**config.mk**
```make
export PLATFORM = sky130hd
export DESIGN_NAME = ps2_mouse_packet_tracker_top_flat
export DESIGN_NICKNAME = d
export VERILOG_FILES = /design/src/hdl/ps2mt_pkg.sv /design/src/hdl/ps2mt_ifs.sv /design/src/hdl/ps2_mouse_packet_tracker_top.sv /design/src/hdl/ps2mt_front.sv /design/src/hdl/ps2mt_queue.sv /design/src/hdl/ps2mt_back.sv /design/src/flat_wrapper.sv
export VERILOG_INCLUDE_DIRS = /design/src /design/src/hdl
export SDC_FILE = /design/constraint.sdc
export NUM_CORES = 1
export LEC_CHECK = 0
export BUFFER_PORTS_ARGS = -buffer_cell sky130_fd_sc_hd__buf_4
export CORE_MARGIN = 5
export CORE_UTILIZATION = 60
export DETAILED_ROUTE_END_ITERATION = 12
export GPL_TIMING_DRIVEN = 1
export PLACE_DENSITY = 0.88
export SLEW_MARGIN = 30
export SYNTH_ARGS = -nofsm -noshare
export SYNTH_HDL_FRONTEND = slang
export SYNTH_SLANG_ARGS = --single-unit
```
**constraint.sdc**
```tcl
create_clock -name clk_i -period 6.4 [get_ports clk_i]
set_input_delay 1.28 -clock clk_i [delete_from_list [all_inputs] [get_ports clk_i]]
set_output_delay 1.28 -clock clk_i [all_outputs]
set_load 0.01 [all_outputs]
```
**src/hdl/assert_macros.svh**
```systemverilog
// Assertion macros shared by the tracker RTL.
// Every macro samples on clk_i and is disabled while rst_ni is low.
`ifndef ASSERT_MACROS_SVH
`define ASSERT_MACROS_SVH

// The condition holds at every clock edge.
`define ASSERT_ALWAYS(label, expr, msg) \
  label: assert property (@(posedge clk_i) disable iff (!rst_ni) (expr)) else $error(msg);

// When the first condition holds, the second holds at the same edge.
`define ASSERT_IMPL(label, ante, cons, msg) \
  label: assert property (@(posedge clk_i) disable iff (!rst_ni) (ante) |-> (cons)) \
    else $error(msg);

// When the first condition holds, the second holds at the next edge.
`define ASSERT_NEXT(label, ante, cons, msg) \
  label: assert property (@(posedge clk_i) disable iff (!rst_ni) (ante) |=> (cons)) \
    else $error(msg);

`endif

```
**src/hdl/ps2mt_pkg.sv**
```systemverilog
// Package for the PS/2 mouse packet tracker: widths, reset values, codes and types.
// Used by the channel interfaces and by every tracker module.
package ps2mt_pkg;

  localparam int COORD_BITS  = 12;
  localparam int ACC_BITS    = 32;
  localparam int BYTE_W      = 8;
  localparam int CFG_COORD_W = 12;
  localparam int LIMIT_W     = 8;
  localparam int DELTA_W     = 9;
  localparam int BTN_W       = 3;
  localparam int OUT_COORD_W = 12;
  localparam int OUT_ACC_W   = 32;
  localparam int CFG_IDX_W   = 2;
  localparam int CFG_DATA_W  = 12;
  localparam int TOP_W       = (COORD_BITS > CFG_COORD_W) ? COORD_BITS : CFG_COORD_W;
  localparam int CMP_W       = TOP_W + 2;
  localparam int QUEUE_DEPTH = 2;
  localparam int QUEUE_PTR_W = (QUEUE_DEPTH > 1) ? $clog2(QUEUE_DEPTH) : 1;
  localparam int QUEUE_CNT_W = $clog2(QUEUE_DEPTH + 1);

  localparam int HDR_BTN_MSB   = 2;
  localparam int HDR_SYNC_BIT  = 3;
  localparam int HDR_XSIGN_BIT = 4;
  localparam int HDR_YSIGN_BIT = 5;
  localparam int HDR_XOVF_BIT  = 6;
  localparam int HDR_YOVF_BIT  = 7;

  localparam logic [CFG_COORD_W-1:0] X_MAX_RST       = CFG_COORD_W'(1023);
  localparam logic [CFG_COORD_W-1:0] Y_MAX_RST       = CFG_COORD_W'(767);
  localparam logic [LIMIT_W-1:0]     DELTA_LIMIT_RST = LIMIT_W'(64);
  localparam logic [COORD_BITS-1:0]  POS_X_RST       = COORD_BITS'(400);
  localparam logic [COORD_BITS-1:0]  POS_Y_RST       = COORD_BITS'(300);

  typedef enum logic [1:0] {
    PH_HEADER,
    PH_XBYTE,
    PH_YBYTE
  } phase_e;

  typedef enum logic [1:0] {
    CMD_HOLD,
    CMD_SKIP,
    CMD_DROP,
    CMD_MOVE
  } cmd_e;

  typedef enum logic [CFG_IDX_W-1:0] {
    REG_X_MAX       = 2'd0,
    REG_Y_MAX       = 2'd1,
    REG_DELTA_LIMIT = 2'd2
  } reg_idx_e;

  typedef struct packed {
    logic [CFG_COORD_W-1:0] x_max;
    logic [CFG_COORD_W-1:0] y_max;
    logic [LIMIT_W-1:0]     delta_limit;
  } cfg_t;

  typedef struct packed {
    cmd_e                      kind;
    logic [BTN_W-1:0]          buttons;
    logic signed [DELTA_W-1:0] dx;
    logic signed [DELTA_W-1:0] dy;
  } cmd_t;

endpackage

```
**src/hdl/ps2mt_ifs.sv**
```systemverilog
// Valid/ready channel interfaces of the tracker: byte input, configuration and result.
// Depends on ps2mt_pkg for the field widths.
interface ps2mt_in_if;
  import ps2mt_pkg::*;
  logic              valid;
  logic              ready;
  logic [BYTE_W-1:0] data_byte;
  modport source (output valid, output data_byte, input ready);
  modport sink (input valid, input data_byte, output ready);
endinterface

interface ps2mt_cfg_if;
  import ps2mt_pkg::*;
  logic                  valid;
  logic                  ready;
  logic [CFG_IDX_W-1:0]  reg_index;
  logic [CFG_DATA_W-1:0] wdata;
  modport source (output valid, output reg_index, output wdata, input ready);
  modport sink (input valid, input reg_index, input wdata, output ready);
endinterface

interface ps2mt_out_if;
  import ps2mt_pkg::*;
  logic                        valid;
  logic                        ready;
  logic [OUT_COORD_W-1:0]      cursor_x;
  logic [OUT_COORD_W-1:0]      cursor_y;
  logic [BTN_W-1:0]            button_bits;
  logic signed [OUT_ACC_W-1:0] total_dx;
  logic signed [OUT_ACC_W-1:0] total_dy;
  logic                        packet_done;
  logic                        motion_dropped;
  logic                        sync_skip;
  modport source (output valid, output cursor_x, output cursor_y, output button_bits,
                  output total_dx, output total_dy, output packet_done,
                  output motion_dropped, output sync_skip, input ready);
  modport sink (input valid, input cursor_x, input cursor_y, input button_bits,
                input total_dx, input total_dy, input packet_done,
                input motion_dropped, input sync_skip, output ready);
endinterface

```
**src/hdl/ps2_mouse_packet_tracker_top.sv**
```systemverilog
// Path: an accepted byte's command is written into the queue, then popped into the
// result register that drives the output channel. Throughput: one byte per cycle
// while out_ch_o is ready; the back end adds and clamps combinationally. The two-entry
// queue and the result register let input and output stall on their own.
// Reset is asynchronous and active low: control registers return to their defaults and
// the cursor to (400, 300) at once, with no clearing pass; result flags and queue
// storage are not reset. Configuration writes take effect in the next cycle.
module ps2_mouse_packet_tracker_top (
  input  logic         clk_i,
  input  logic         rst_ni,
  ps2mt_in_if.sink     in_ch_i,
  ps2mt_cfg_if.sink    cfg_ch_i,
  ps2mt_out_if.source  out_ch_o
);
  import ps2mt_pkg::*;

  cfg_t cfg_q, cfg_d;
  cmd_t push_cmd;
  cmd_t pop_cmd;
  logic push;
  logic pop;
  logic q_full;
  logic q_empty;

  assign cfg_ch_i.ready = 1'b1;

  always_comb begin
    cfg_d = cfg_q;
    if (cfg_ch_i.valid) begin
      case (cfg_ch_i.reg_index)
        REG_X_MAX:       cfg_d.x_max       = cfg_ch_i.wdata[CFG_COORD_W-1:0];
        REG_Y_MAX:       cfg_d.y_max       = cfg_ch_i.wdata[CFG_COORD_W-1:0];
        REG_DELTA_LIMIT: cfg_d.delta_limit = cfg_ch_i.wdata[LIMIT_W-1:0];
        default: begin
        end
      endcase
    end
  end

  always_ff @(posedge clk_i or negedge rst_ni) begin
    if (!rst_ni) begin
      cfg_q <= '{x_max: X_MAX_RST, y_max: Y_MAX_RST, delta_limit: DELTA_LIMIT_RST};
    end else begin
      cfg_q <= cfg_d;
    end
  end

  ps2mt_front u_front (
    .clk_i    (clk_i),
    .rst_ni   (rst_ni),
    .in_ch_i  (in_ch_i),
    .cfg_i    (cfg_q),
    .q_full_i (q_full),
    .push_o   (push),
    .cmd_o    (push_cmd)
  );

  ps2mt_queue u_queue (
    .clk_i      (clk_i),
    .rst_ni     (rst_ni),
    .push_i     (push),
    .push_cmd_i (push_cmd),
    .full_o     (q_full),
    .pop_i      (pop),
    .pop_cmd_o  (pop_cmd),
    .empty_o    (q_empty)
  );

  ps2mt_back u_back (
    .clk_i     (clk_i),
    .rst_ni    (rst_ni),
    .cfg_i     (cfg_q),
    .q_empty_i (q_empty),
    .cmd_i     (pop_cmd),
    .pop_o     (pop),
    .out_ch_o  (out_ch_o)
  );

endmodule

```
**src/hdl/ps2mt_front.sv**
```systemverilog
// Front end: accepts mouse bytes, tracks the packet phase and classifies each item.
// Emits one command per item, with clamped deltas, into the queue. Uses ps2mt_pkg.
module ps2mt_front (
  input  logic              clk_i,
  input  logic              rst_ni,
  ps2mt_in_if.sink          in_ch_i,
  input  ps2mt_pkg::cfg_t   cfg_i,
  input  logic              q_full_i,
  output logic              push_o,
  output ps2mt_pkg::cmd_t   cmd_o
);
  import ps2mt_pkg::*;

  phase_e            phase_q, phase_d;
  logic [BYTE_W-1:0] header_q, header_d;
  logic [BYTE_W-1:0] xbyte_q, xbyte_d;
  logic              accept;
  logic              overflow;
  logic signed [DELTA_W-1:0] dx_raw;
  logic signed [DELTA_W:0]   dy_raw;
  logic signed [DELTA_W:0]   dx_wide;
  logic signed [DELTA_W:0]   dy_neg;

  function automatic logic signed [DELTA_W-1:0] clamp_delta(
    input logic signed [DELTA_W:0] d,
    input logic [LIMIT_W-1:0]      lim
  );
    logic signed [DELTA_W:0] lim_s;
    logic signed [DELTA_W:0] r;
    lim_s = $signed((DELTA_W + 1)'(lim));
    r = d;
    if (d > lim_s) begin
      r = lim_s;
    end else if (d < -lim_s) begin
      r = -lim_s;
    end
    return r[DELTA_W-1:0];
  endfunction

  assign in_ch_i.ready = !q_full_i;
  assign accept = in_ch_i.valid && !q_full_i;
  assign push_o = accept;

  always_comb begin
    phase_d  = phase_q;
    header_d = header_q;
    xbyte_d  = xbyte_q;
    if (accept) begin
      case (phase_q)
        PH_XBYTE: begin
          xbyte_d = in_ch_i.data_byte;
          phase_d = PH_YBYTE;
        end
        PH_YBYTE: begin
          phase_d = PH_HEADER;
        end
        default: begin
          if (in_ch_i.data_byte[HDR_SYNC_BIT]) begin
            header_d = in_ch_i.data_byte;
            phase_d  = PH_XBYTE;
          end else begin
            phase_d = PH_HEADER;
          end
        end
      endcase
    end
  end

  assign overflow = header_q[HDR_XOVF_BIT] | header_q[HDR_YOVF_BIT];
  assign dx_raw   = $signed({header_q[HDR_XSIGN_BIT], xbyte_q});
  assign dy_raw   = $signed({header_q[HDR_YSIGN_BIT], header_q[HDR_YSIGN_BIT],
                             in_ch_i.data_byte});
  assign dx_wide  = $signed({dx_raw[DELTA_W-1], dx_raw});
  assign dy_neg   = -dy_raw;

  always_comb begin
    cmd_o.buttons = header_q[HDR_BTN_MSB:0];
    cmd_o.dx      = clamp_delta(dx_wide, cfg_i.delta_limit);
    cmd_o.dy      = clamp_delta(dy_neg, cfg_i.delta_limit);
    case (phase_q)
      PH_XBYTE: cmd_o.kind = CMD_HOLD;
      PH_YBYTE: cmd_o.kind = overflow ? CMD_DROP : CMD_MOVE;
      default:  cmd_o.kind = in_ch_i.data_byte[HDR_SYNC_BIT] ? CMD_HOLD : CMD_SKIP;
    endcase
  end

  always_ff @(posedge clk_i or negedge rst_ni) begin
    if (!rst_ni) begin
      phase_q  <= PH_HEADER;
      header_q <= '0;
      xbyte_q  <= '0;
    end else begin
      phase_q  <= phase_d;
      header_q <= header_d;
      xbyte_q  <= xbyte_d;
    end
  end

endmodule

```
**src/hdl/ps2mt_queue.sv**
```systemverilog
// Two-entry command queue between the front end and the back end.
// Holds ps2mt_pkg::cmd_t items so each side can stall on its own.
`include "assert_macros.svh"

module ps2mt_queue (
  input  logic            clk_i,
  input  logic            rst_ni,
  input  logic            push_i,
  input  ps2mt_pkg::cmd_t push_cmd_i,
  output logic            full_o,
  input  logic            pop_i,
  output ps2mt_pkg::cmd_t pop_cmd_o,
  output logic            empty_o
);
  import ps2mt_pkg::*;

  cmd_t                   mem_q [QUEUE_DEPTH];
  logic [QUEUE_PTR_W-1:0] wr_ptr_q, wr_ptr_d;
  logic [QUEUE_PTR_W-1:0] rd_ptr_q, rd_ptr_d;
  logic [QUEUE_CNT_W-1:0] count_q, count_d;

  function automatic logic [QUEUE_PTR_W-1:0] next_ptr(input logic [QUEUE_PTR_W-1:0] p);
    return (p == QUEUE_PTR_W'(QUEUE_DEPTH - 1)) ? '0 : p + 1'b1;
  endfunction

  assign full_o    = (count_q == QUEUE_CNT_W'(QUEUE_DEPTH));
  assign empty_o   = (count_q == '0);
  assign pop_cmd_o = mem_q[rd_ptr_q];

  always_comb begin
    wr_ptr_d = push_i ? next_ptr(wr_ptr_q) : wr_ptr_q;
    rd_ptr_d = pop_i ? next_ptr(rd_ptr_q) : rd_ptr_q;
    count_d  = count_q;
    if (push_i && !pop_i) begin
      count_d = count_q + 1'b1;
    end else if (pop_i && !push_i) begin
      count_d = count_q - 1'b1;
    end
  end

  always_ff @(posedge clk_i) begin
    if (push_i) begin
      mem_q[wr_ptr_q] <= push_cmd_i;
    end
  end

  always_ff @(posedge clk_i or negedge rst_ni) begin
    if (!rst_ni) begin
      wr_ptr_q <= '0;
      rd_ptr_q <= '0;
      count_q  <= '0;
    end else begin
      wr_ptr_q <= wr_ptr_d;
      rd_ptr_q <= rd_ptr_d;
      count_q  <= count_d;
    end
  end

  `ASSERT_ALWAYS(a_count_bound, count_q <= QUEUE_CNT_W'(QUEUE_DEPTH), "queue count overrun")
  `ASSERT_IMPL(a_no_pop_empty, pop_i, !empty_o, "pop from an empty queue")
  `ASSERT_NEXT(a_push_counts, push_i && !pop_i, count_q == $past(count_q) + 1'b1, "push lost")

endmodule

```
**src/hdl/ps2mt_back.sv**
```systemverilog
// Back end: executes queued commands on the cursor, buttons and accumulators.
// Holds the result register of the output channel. Uses ps2mt_pkg and the macros.
`include "assert_macros.svh"

module ps2mt_back (
  input  logic            clk_i,
  input  logic            rst_ni,
  input  ps2mt_pkg::cfg_t cfg_i,
  input  logic            q_empty_i,
  input  ps2mt_pkg::cmd_t cmd_i,
  output logic            pop_o,
  ps2mt_out_if.source     out_ch_o
);
  import ps2mt_pkg::*;

  localparam logic [TOP_W-1:0] COORD_MAX = TOP_W'((1 << COORD_BITS) - 1);

  logic [COORD_BITS-1:0]      pos_x_q, pos_x_d;
  logic [COORD_BITS-1:0]      pos_y_q, pos_y_d;
  logic [BTN_W-1:0]           btn_q, btn_d;
  logic signed [ACC_BITS-1:0] acc_dx_q, acc_dx_d;
  logic signed [ACC_BITS-1:0] acc_dy_q, acc_dy_d;
  logic                       valid_q, valid_d;
  logic                       done_q, done_d;
  logic                       drop_q, drop_d;
  logic                       skip_q, skip_d;
  logic [TOP_W-1:0]           top_x;
  logic [TOP_W-1:0]           top_y;

  function automatic logic signed [ACC_BITS-1:0] sat_add(
    input logic signed [ACC_BITS-1:0] acc,
    input logic signed [DELTA_W-1:0]  d
  );
    logic signed [ACC_BITS:0] sum;
    logic signed [ACC_BITS-1:0] r;
    sum = $signed({acc[ACC_BITS-1], acc}) + $signed((ACC_BITS + 1)'(d));
    r = sum[ACC_BITS-1:0];
    if (sum[ACC_BITS] != sum[ACC_BITS-1]) begin
      r = sum[ACC_BITS] ? $signed({1'b1, {(ACC_BITS - 1){1'b0}}})
                        : $signed({1'b0, {(ACC_BITS - 1){1'b1}}});
    end
    return r;
  endfunction

  function automatic logic [COORD_BITS-1:0] move_coord(
    input logic [COORD_BITS-1:0]     pos,
    input logic signed [DELTA_W-1:0] d,
    input logic [TOP_W-1:0]          top
  );
    logic signed [CMP_W-1:0] p;
    logic signed [CMP_W-1:0] top_s;
    logic signed [CMP_W-1:0] r;
    p     = $signed(CMP_W'(pos)) + $signed(CMP_W'(d));
    top_s = $signed(CMP_W'(top));
    r     = p;
    if (p < 0) begin
      r = '0;
    end else if (p > top_s) begin
      r = top_s;
    end
    return r[COORD_BITS-1:0];
  endfunction

  assign top_x = (TOP_W'(cfg_i.x_max) < COORD_MAX) ? TOP_W'(cfg_i.x_max) : COORD_MAX;
  assign top_y = (TOP_W'(cfg_i.y_max) < COORD_MAX) ? TOP_W'(cfg_i.y_max) : COORD_MAX;

  assign pop_o = !q_empty_i && (!valid_q || out_ch_o.ready);

  always_comb begin
    pos_x_d  = pos_x_q;
    pos_y_d  = pos_y_q;
    btn_d    = btn_q;
    acc_dx_d = acc_dx_q;
    acc_dy_d = acc_dy_q;
    done_d   = done_q;
    drop_d   = drop_q;
    skip_d   = skip_q;
    valid_d  = valid_q && !out_ch_o.ready;
    if (pop_o) begin
      valid_d = 1'b1;
      done_d  = (cmd_i.kind == CMD_MOVE) || (cmd_i.kind == CMD_DROP);
      drop_d  = (cmd_i.kind == CMD_DROP);
      skip_d  = (cmd_i.kind == CMD_SKIP);
      case (cmd_i.kind)
        CMD_MOVE: begin
          btn_d    = cmd_i.buttons;
          acc_dx_d = sat_add(acc_dx_q, cmd_i.dx);
          acc_dy_d = sat_add(acc_dy_q, cmd_i.dy);
          pos_x_d  = move_coord(pos_x_q, cmd_i.dx, top_x);
          pos_y_d  = move_coord(pos_y_q, cmd_i.dy, top_y);
        end
        CMD_DROP: begin
          btn_d = cmd_i.buttons;
        end
        default: begin
        end
      endcase
    end
  end

  always_ff @(posedge clk_i or negedge rst_ni) begin
    if (!rst_ni) begin
      pos_x_q  <= POS_X_RST;
      pos_y_q  <= POS_Y_RST;
      btn_q    <= '0;
      acc_dx_q <= '0;
      acc_dy_q <= '0;
      valid_q  <= 1'b0;
    end else begin
      pos_x_q  <= pos_x_d;
      pos_y_q  <= pos_y_d;
      btn_q    <= btn_d;
      acc_dx_q <= acc_dx_d;
      acc_dy_q <= acc_dy_d;
      valid_q  <= valid_d;
    end
  end

  always_ff @(posedge clk_i) begin
    done_q <= done_d;
    drop_q <= drop_d;
    skip_q <= skip_d;
  end

  assign out_ch_o.valid          = valid_q;
  assign out_ch_o.cursor_x       = OUT_COORD_W'(pos_x_q);
  assign out_ch_o.cursor_y       = OUT_COORD_W'(pos_y_q);
  assign out_ch_o.button_bits    = btn_q;
  assign out_ch_o.total_dx       = OUT_ACC_W'(acc_dx_q);
  assign out_ch_o.total_dy       = OUT_ACC_W'(acc_dy_q);
  assign out_ch_o.packet_done    = done_q;
  assign out_ch_o.motion_dropped = drop_q;
  assign out_ch_o.sync_skip      = skip_q;

  `ASSERT_IMPL(a_drop_has_done, valid_q && drop_q, done_q && !skip_q, "dropped without done")
  `ASSERT_NEXT(a_cursor_bound, pop_o && cmd_i.kind == CMD_MOVE,
               TOP_W'(pos_x_q) <= top_x && TOP_W'(pos_y_q) <= top_y, "cursor out of bound")
  `ASSERT_NEXT(a_hold_keeps, pop_o && (cmd_i.kind == CMD_HOLD || cmd_i.kind == CMD_SKIP),
               $stable(acc_dx_q) && $stable(acc_dy_q) && $stable(pos_x_q), "state moved")

endmodule
```
**src/flat_wrapper.sv**
```systemverilog
// flat-port wrapper written by rule: the top's interface ports become plain ports
module ps2_mouse_packet_tracker_top_flat import ps2mt_pkg::*;
  (clk_i, rst_ni, in_ch_i_valid, in_ch_i_data_byte, in_ch_i_ready, cfg_ch_i_valid, cfg_ch_i_reg_index, cfg_ch_i_wdata, cfg_ch_i_ready, out_ch_o_valid, out_ch_o_cursor_x, out_ch_o_cursor_y, out_ch_o_button_bits, out_ch_o_total_dx, out_ch_o_total_dy, out_ch_o_packet_done, out_ch_o_motion_dropped, out_ch_o_sync_skip, out_ch_o_ready);
  ps2mt_in_if in_ch_i_i ();
  ps2mt_cfg_if cfg_ch_i_i ();
  ps2mt_out_if out_ch_o_i ();
  input  logic clk_i;
  input  logic rst_ni;
  input wire logic [$bits(in_ch_i_i.valid)-1:0] in_ch_i_valid;
  input wire logic [$bits(in_ch_i_i.data_byte)-1:0] in_ch_i_data_byte;
  output wire logic [$bits(in_ch_i_i.ready)-1:0] in_ch_i_ready;
  input wire logic [$bits(cfg_ch_i_i.valid)-1:0] cfg_ch_i_valid;
  input wire logic [$bits(cfg_ch_i_i.reg_index)-1:0] cfg_ch_i_reg_index;
  input wire logic [$bits(cfg_ch_i_i.wdata)-1:0] cfg_ch_i_wdata;
  output wire logic [$bits(cfg_ch_i_i.ready)-1:0] cfg_ch_i_ready;
  output wire logic [$bits(out_ch_o_i.valid)-1:0] out_ch_o_valid;
  output wire logic [$bits(out_ch_o_i.cursor_x)-1:0] out_ch_o_cursor_x;
  output wire logic [$bits(out_ch_o_i.cursor_y)-1:0] out_ch_o_cursor_y;
  output wire logic [$bits(out_ch_o_i.button_bits)-1:0] out_ch_o_button_bits;
  output wire logic [$bits(out_ch_o_i.total_dx)-1:0] out_ch_o_total_dx;
  output wire logic [$bits(out_ch_o_i.total_dy)-1:0] out_ch_o_total_dy;
  output wire logic [$bits(out_ch_o_i.packet_done)-1:0] out_ch_o_packet_done;
  output wire logic [$bits(out_ch_o_i.motion_dropped)-1:0] out_ch_o_motion_dropped;
  output wire logic [$bits(out_ch_o_i.sync_skip)-1:0] out_ch_o_sync_skip;
  input wire logic [$bits(out_ch_o_i.ready)-1:0] out_ch_o_ready;
  assign in_ch_i_i.valid = in_ch_i_valid;
  assign in_ch_i_i.data_byte = in_ch_i_data_byte;
  assign in_ch_i_ready = in_ch_i_i.ready;
  assign cfg_ch_i_i.valid = cfg_ch_i_valid;
  assign cfg_ch_i_i.reg_index = cfg_ch_i_reg_index;
  assign cfg_ch_i_i.wdata = cfg_ch_i_wdata;
  assign cfg_ch_i_ready = cfg_ch_i_i.ready;
  assign out_ch_o_valid = out_ch_o_i.valid;
  assign out_ch_o_cursor_x = out_ch_o_i.cursor_x;
  assign out_ch_o_cursor_y = out_ch_o_i.cursor_y;
  assign out_ch_o_button_bits = out_ch_o_i.button_bits;
  assign out_ch_o_total_dx = out_ch_o_i.total_dx;
  assign out_ch_o_total_dy = out_ch_o_i.total_dy;
  assign out_ch_o_packet_done = out_ch_o_i.packet_done;
  assign out_ch_o_motion_dropped = out_ch_o_i.motion_dropped;
  assign out_ch_o_sync_skip = out_ch_o_i.sync_skip;
  assign out_ch_o_i.ready = out_ch_o_ready;
  ps2_mouse_packet_tracker_top u_core (.clk_i(clk_i), .rst_ni(rst_ni), .in_ch_i(in_ch_i_i), .cfg_ch_i(cfg_ch_i_i), .out_ch_o(out_ch_o_i));
endmodule
```
### Yosys cells after proc, flatten, opt, wreduce, memory -nomap -nowiden

Memories as Yosys holds them, arrays and structs flattened.
Index checks and enable logic that the tools add are counted.

* $add $sub $neg: 10
* multiply operators: 0
* divide/modulo/power cells: 0
* $lt $le $gt $ge: 10
* eq/ne operators: 10
* shifts and indexed selects: 0
* mux-type cells: 26
* bitwise logic cells: 2
* reduce and logical (&&, ||, !) cells: 25

Operator list (count)
* $mux W32: 4
* $mux W12: 6
* $add A32 B9 Y33: 2
* $mux W9: 4
* $add A13 B9 Y14: 2
* $gt A14 B13 Y1: 2
* $lt A14 B1 Y1 const B: 2
* $lt A12 B12 Y1 const B: 2
* $reduce_and A2 Y1: 6
* $eq A2 B2 Y1 const B: 5
* $gt A10 B9 Y1: 1
* $lt A10 B10 Y1: 1
* $lt A9 B10 Y1: 1
* $neg A8 Y10: 1
* $neg A9 Y10: 1
* $gt A9 B9 Y1: 1
* $mux W1: 8
* $pmux W2 S2: 2
* $eq A2 B1 Y1 const B: 3
* $logic_not A1 Y1: 6
* $logic_and A1 B1 Y1: 5
* $logic_not A2 Y1: 2
* $mux W2: 2
* $reduce_or A2 Y1: 2
* 9 further kinds: 12

* bits in registers: 149
* latch bits: 0
* memory bits (writable): 46
* bits in read-only memories: 0
* output and inout port bits: 97
* word-level logic and storage cells: 102
* memories: 1

Memory list
* u_core.u_queue.mem_q: depth 2, width 23, rd ports 1, clocked after memory_dff 0, wr ports 1, RTL line ps2mt_queue.sv:17 `cmd_t mem_q [QUEUE_DEPTH];`

### Longest topological paths before layout

* depth after elaboration: 7
* gate-level depth with buffers: 22

### Cells and area by module

Synthesis repeated with hierarchy kept, for this count alone.

* cell total of the unflattened synthesis: 1674
* area, all modules: 15364.7 µm²

Modules (own cells, without submodules)
* ps2mt_back: instances 1, cells an instance 1246, area an instance 9929.5 µm², seq. area each 2401.1 µm²
* ps2mt_front: instances 1, cells an instance 269, area an instance 2219.6 µm², seq. area each 425.4 µm²
* ps2mt_queue: instances 1, cells an instance 88, area an instance 1949.4 µm², seq. area each 1481.4 µm²
* ps2_mouse_packet_tracker_top: instances 1, cells an instance 71, area an instance 1266.2 µm², seq. area each 825.8 µm²

### Worst setup path before layout

No wires, ideal clock.

* kind: flip-flop to flip-flop
* from: register u_core.u_queue.rd_ptr_q
* to: register u_core.u_back.pos_x_q[11], in the netlist u_core.u_back.out_ch_o.cursor_x[11]
* setup time: 0.137 ns
* arrival: 4.531 ns
* path slack: 1.732 ns
* cell stages (with the launch flop): 21
* buffers on the path: 3
* cells stage by stage: dfrtp_1 > clkbuf_1 > clkbuf_1 > mux2i_1 > inv_1 > ha_1 > a211oi_1 > o21ai_0 > a21oi_1 > o21bai_1 > a21oi_1 > xnor2_1 > ha_1 > o211ai_1 > a21oi_1 > a211oi_1 > o311ai_0 > a211oi_1 > buf_2 > mux2i_1 > o22ai_1

* word-level cells in the longest chain between the ends: 5

Ends and longest elaborated chain
* start: declaration: RTL line ps2mt_queue.sv:19 `logic [QUEUE_PTR_W-1:0] rd_ptr_q, rd_ptr_d;`
* start signal: assignment: RTL line ps2mt_queue.sv:54 `rd_ptr_q <= rd_ptr_d;`
* $mem_v2 Z2 W23 *
* $add A13 B9 Y14: RTL line ps2mt_back.sv:53 `p = $signed(CMP_W'(pos)) + $signed(CMP_W'(d));`
* $gt A14 B13 Y1: RTL line ps2mt_back.sv:58 `end else if (p > top_s) begin`
* $mux W12: RTL line ps2mt_back.sv:58
* $mux W12: RTL line ps2mt_back.sv:56 `if (p < 0) begin`
* end signal: assignment: RTL line ps2mt_back.sv:110 `pos_x_q <= pos_x_d;`
* end: declaration: RTL line ps2mt_back.sv:18 `logic [COORD_BITS-1:0] pos_x_q, pos_x_d;`

Every way passes the cells marked *; elsewhere a longest branch is shown, timed or not.
A chain may end at the register's enable or synchronous reset.

### Worst setup path in the final report

* from: register u_core.u_queue.rd_ptr_q
* to: register u_core.u_back.pos_y_q[9], in the netlist u_core.u_back.out_ch_o.cursor_y[9]

* word-level cells in the longest chain between the ends: 5

Ends and longest elaborated chain
* $mem_v2 Z2 W23 *
* $add A13 B9 Y14: RTL line ps2mt_back.sv:53
* $gt A14 B13 Y1: RTL line ps2mt_back.sv:58
* $mux W12: RTL line ps2mt_back.sv:58
* $mux W12: RTL line ps2mt_back.sv:56
* end signal: assignment: RTL line ps2mt_back.sv:111 `pos_y_q <= pos_y_d;`
* end: declaration: RTL line ps2mt_back.sv:19 `logic [COORD_BITS-1:0] pos_y_q, pos_y_d;`

Marks and branches as above.

==> run_results.csv <==
group,metric,value,unit
status,status,"finished, final reports clean",
critical_path,r2r_cells,19,
sta,hold_viol,0,
synth,syn_nets,1736,
synth,yosysTopAreaCell,"dfrtp_1",
clock_network,clock_path_buffers,2,
synth,syn-cell-area,0.0143,mm2
critical_path,cp-end-kind,"register",
critical_path,path_max_fanout,21,
synth,avgSynthCellArea,9.21,um2
synth,synth-edff-count,49,
sta,finalCriticalPeriod,5.01,ns
clock_network,worstSkewPairLatency,0.46,ns
synth,synthDistinctLibCells,70,
routing,via_per_inst,6.10,
synth,synth.most_common_cell,"nand2_1",
critical_path,reg2reg_from,"u_core.u_queue.rd_ptr_q",
sta,tns,0,ns
critical_path,critPathTopFamily,"compound AO/OA/AOI/OAI gates",
synth,synthCells,1554,
die,dieHeight,164,um
cells_and_area,antenna_cells,0,
global_route,overflow,0,
cells_and_area,layout.nets,1837,
routing,wl_per_cell,18.1,um
sta,skew,0.0145,ns
cells_and_area,final_util,0.689,
die,dieArea,0.0270,mm2
global_route,track_usage,0.269,
sta,fmax,199,MHz
clock_network,cts_resized,0,
synth,ys_ff_latch,194,
placed_design,dp_cells,1955,
clock_network,cts_htree_levels,4,
critical_path,critPathKind,"register to register",
critical_path,cp_slowest_stage_delay,0.62,ns
clock_network,cts_buffers,17,
sta,hold_ws,0.477,ns
critical_path,path_depth,19,
synth,ys_seq_area_frac,0.359,
clock_network,cts_sinks,194,
clock_network,ctsHoldBuffers,0,
routing,drc,0,
routing,vias,12100,
global_route,grt_max_degree,93,
global_route,grt_pass1_vias,11900,
critical_path,r2r-end,"u_core.u_back.out_ch_o.cursor_y[9]",
critical_path,path_cells,"buf_4, mux2_2, ha_1, inv_1, fa_1, nor2b_1, o31a_1, o211ai_1, nand2b_1, xor2_1, ha_1, nand4_1, nor3_1, a211oi_1, nor2_1, maj3_1, o211a_1, nor3b_1, a221o_1",
cells_and_area,final_cells,1987,
critical_path,crit_start,"u_core.u_queue.rd_ptr_q",
synth,synth_common_cells,"nand2_1, o21ai_0, ha_1",
sta,grt_setup_unrepaired,"false",
sta,finalSetupViolCount,0,
global_route,grt_pass1_wl,58900,um
placed_design,port-buffer-count,122,
placed_design,hpwl,26900,um
clock_network,cts_setup_buffers,0,
cells_and_area,area_growth_syn_to_layout,13.0,%
cells_and_area,drive_gt1_frac,0.159,
synth,yosysWarnings,0,
die,core_area,0.0235,mm2
routing,first_pass_iters,7,
min_path,hold_path.class,"register to register",
clock_network,clkTransAtPathRegs,0.09,ns
synth,synth_top_area_share,0.206,
job,cap_violations,0,
synth,synth_flop_cell,"dfrtp_1",
critical_path,critical-path-slowest-cell,"o211a_1",
synth,synthTopCellsByArea,"dfrtp_1, ha_1, edfxtp_1, o21ai_0, dfstp_2",
sta,drv_slew,0,
die,io_pins,124,
sta,fin_crit_sh,0.783,
synth,synthArstFlopShare,0.747,
routing,dr.first_iter.drc_count,1009,
clock_network,cts_tree,"done",
critical_path,r2r_slack,1.39,ns
routing,routed_wirelength,36000,um
critical_path,start_kind,"register",
placed_design,gp_congestion,0.962,
die,row_count,56,
clock_network,cts-root-buf,"clkbuf_16",
die,start_util,0.610,
critical_path,endpoint,"u_core.u_back.out_ch_o.cursor_y[9]",
critical_path,cp.required,6.74,ns
sta,worst_pin_slew,0.973,ns
routing,antenna_left,0,
critical_path,critPathMostFrequentCell,"ha_1",
sta,max-slew-margin-rel,0.347,
critical_path,crit_buf_inv,2,
global_route,grt_antenna_before_repair,0,
critical_path,cp.arrival,5.36,ns
die,fp.dieW,164,um
-- worst min-delay path by stage --
stage | endpoint | slack, ns | from | cells past startpoint
floorplan | u_core.u_queue.mem_q[0][20] | 0.44 | u_core.u_front.header_q[2] | 0
global placement | u_core.u_queue.mem_q[0][19] | 0.45 | u_core.u_front.header_q[1] | 0
detailed placement | u_core.u_queue.mem_q[1][18] | 0.46 | u_core.u_front.header_q[0] | 0
CTS | u_core.u_queue.mem_q[0][18] | 0.48 | u_core.u_front.header_q[0] | 0
global route | u_core.u_queue.mem_q[0][18] | 0.51 | u_core.u_front.header_q[0] | 0
finish | u_core.u_queue.mem_q[0][18] | 0.48 | u_core.u_front.header_q[0] | 0
-- per-stage QoR --
step / worst slack [ns] / instance area [um2]
CTS: 1.46 / 16200
global route: 1.05 / 16200
global placement: 1.66 / 15500
floorplan: 1.73 / 14300
finish: 1.39 / 16200
detailed placement: 1.56 / 15500
-- area by class of cell --
class	instances	area, um2
multi-input combinational	1220	8650
fill	1805	7310
sequential	194	5130
timing repair buffer	134	1020
clock buffer	17	425
tap	319	399
inverter	88	330
clock inverter	15	204
-- worst register-to-register path: stages, from the launching register on --
cell,delay (ns)
dfrtp_1,0.46
buf_4,0.36
mux2_2,0.42
ha_1,0.21
inv_1,0.07
fa_1,0.21
nor2b_1,0.09
o31a_1,0.28
o211ai_1,0.22
nand2b_1,0.10
xor2_1,0.16
ha_1,0.35
nand4_1,0.11
nor3_1,0.42
a211oi_1,0.10
nor2_1,0.13
maj3_1,0.18
o211a_1,0.62
nor3b_1,0.14
a221o_1,0.28
-- metal layers --
| metal | track usage | wire [um] |
|---|---|---|
| met2 | 0.454 | 17200 |
| met1 | 0.352 | 15400 |
| met5 | 0 | 0 |
| met4 | 0.105 | 1090 |
| met3 | 0.0379 | 2370 |
-- sequential cells by signal, summed over array words and instances (netlist names) --
name                                   flops
u_core.u_queue.count_q                     2
u_core.u_back.out_ch_o.total_dy           32
u_core.u_back.out_ch_o.button_bits         3
u_core.u_queue.rd_ptr_q                    1
u_core.cfg_q                              32
u_core.u_front.header_q                    7
u_core.u_back.out_ch_o.total_dx           32
u_core.u_back.out_ch_o.cursor_y           12
u_core.u_front.xbyte_q                     8
u_core.u_queue.wr_ptr_q                    1
u_core.u_back.out_ch_o.packet_done         1
u_core.u_queue.mem_q                      46
u_core.u_back.out_ch_o.motion_dropped      1
u_core.u_back.out_ch_o.valid               1
u_core.u_back.out_ch_o.sync_skip           1
u_core.u_front.phase_q                     2
u_core.u_back.out_ch_o.cursor_x           12
-- cell families (layout without fill, tap and decap cells) --
kind of cell               Yosys count  in the layout  synth area share
AOI/OAI and AO/OA                  442            442             0.190
and+or+nand+nor                    419            419             0.135
DFF                                194            194             0.359
adders and majority gates          168            168             0.147
buffers and inverters              140            254            0.0380
muxes                              106            106            0.0787
xor gates and xnor gates            84             84            0.0514
other                                1              1          0.000262
-- cell usage in the layout, fill, tap and decap left out, types with 54 or more instances in the layout --
master	n
a21oi_1	106
buf_4	131
dfrtp_1	118
ha_1	151
inv_1	88
mux2i_1	54
nand2_1	163
nor2_1	93
o21ai_0	157
xnor2_1	56
Power is left out: the tool's default activity adds up to more than one toggle a clock period on the data nets, which glitch-free logic cannot reach.
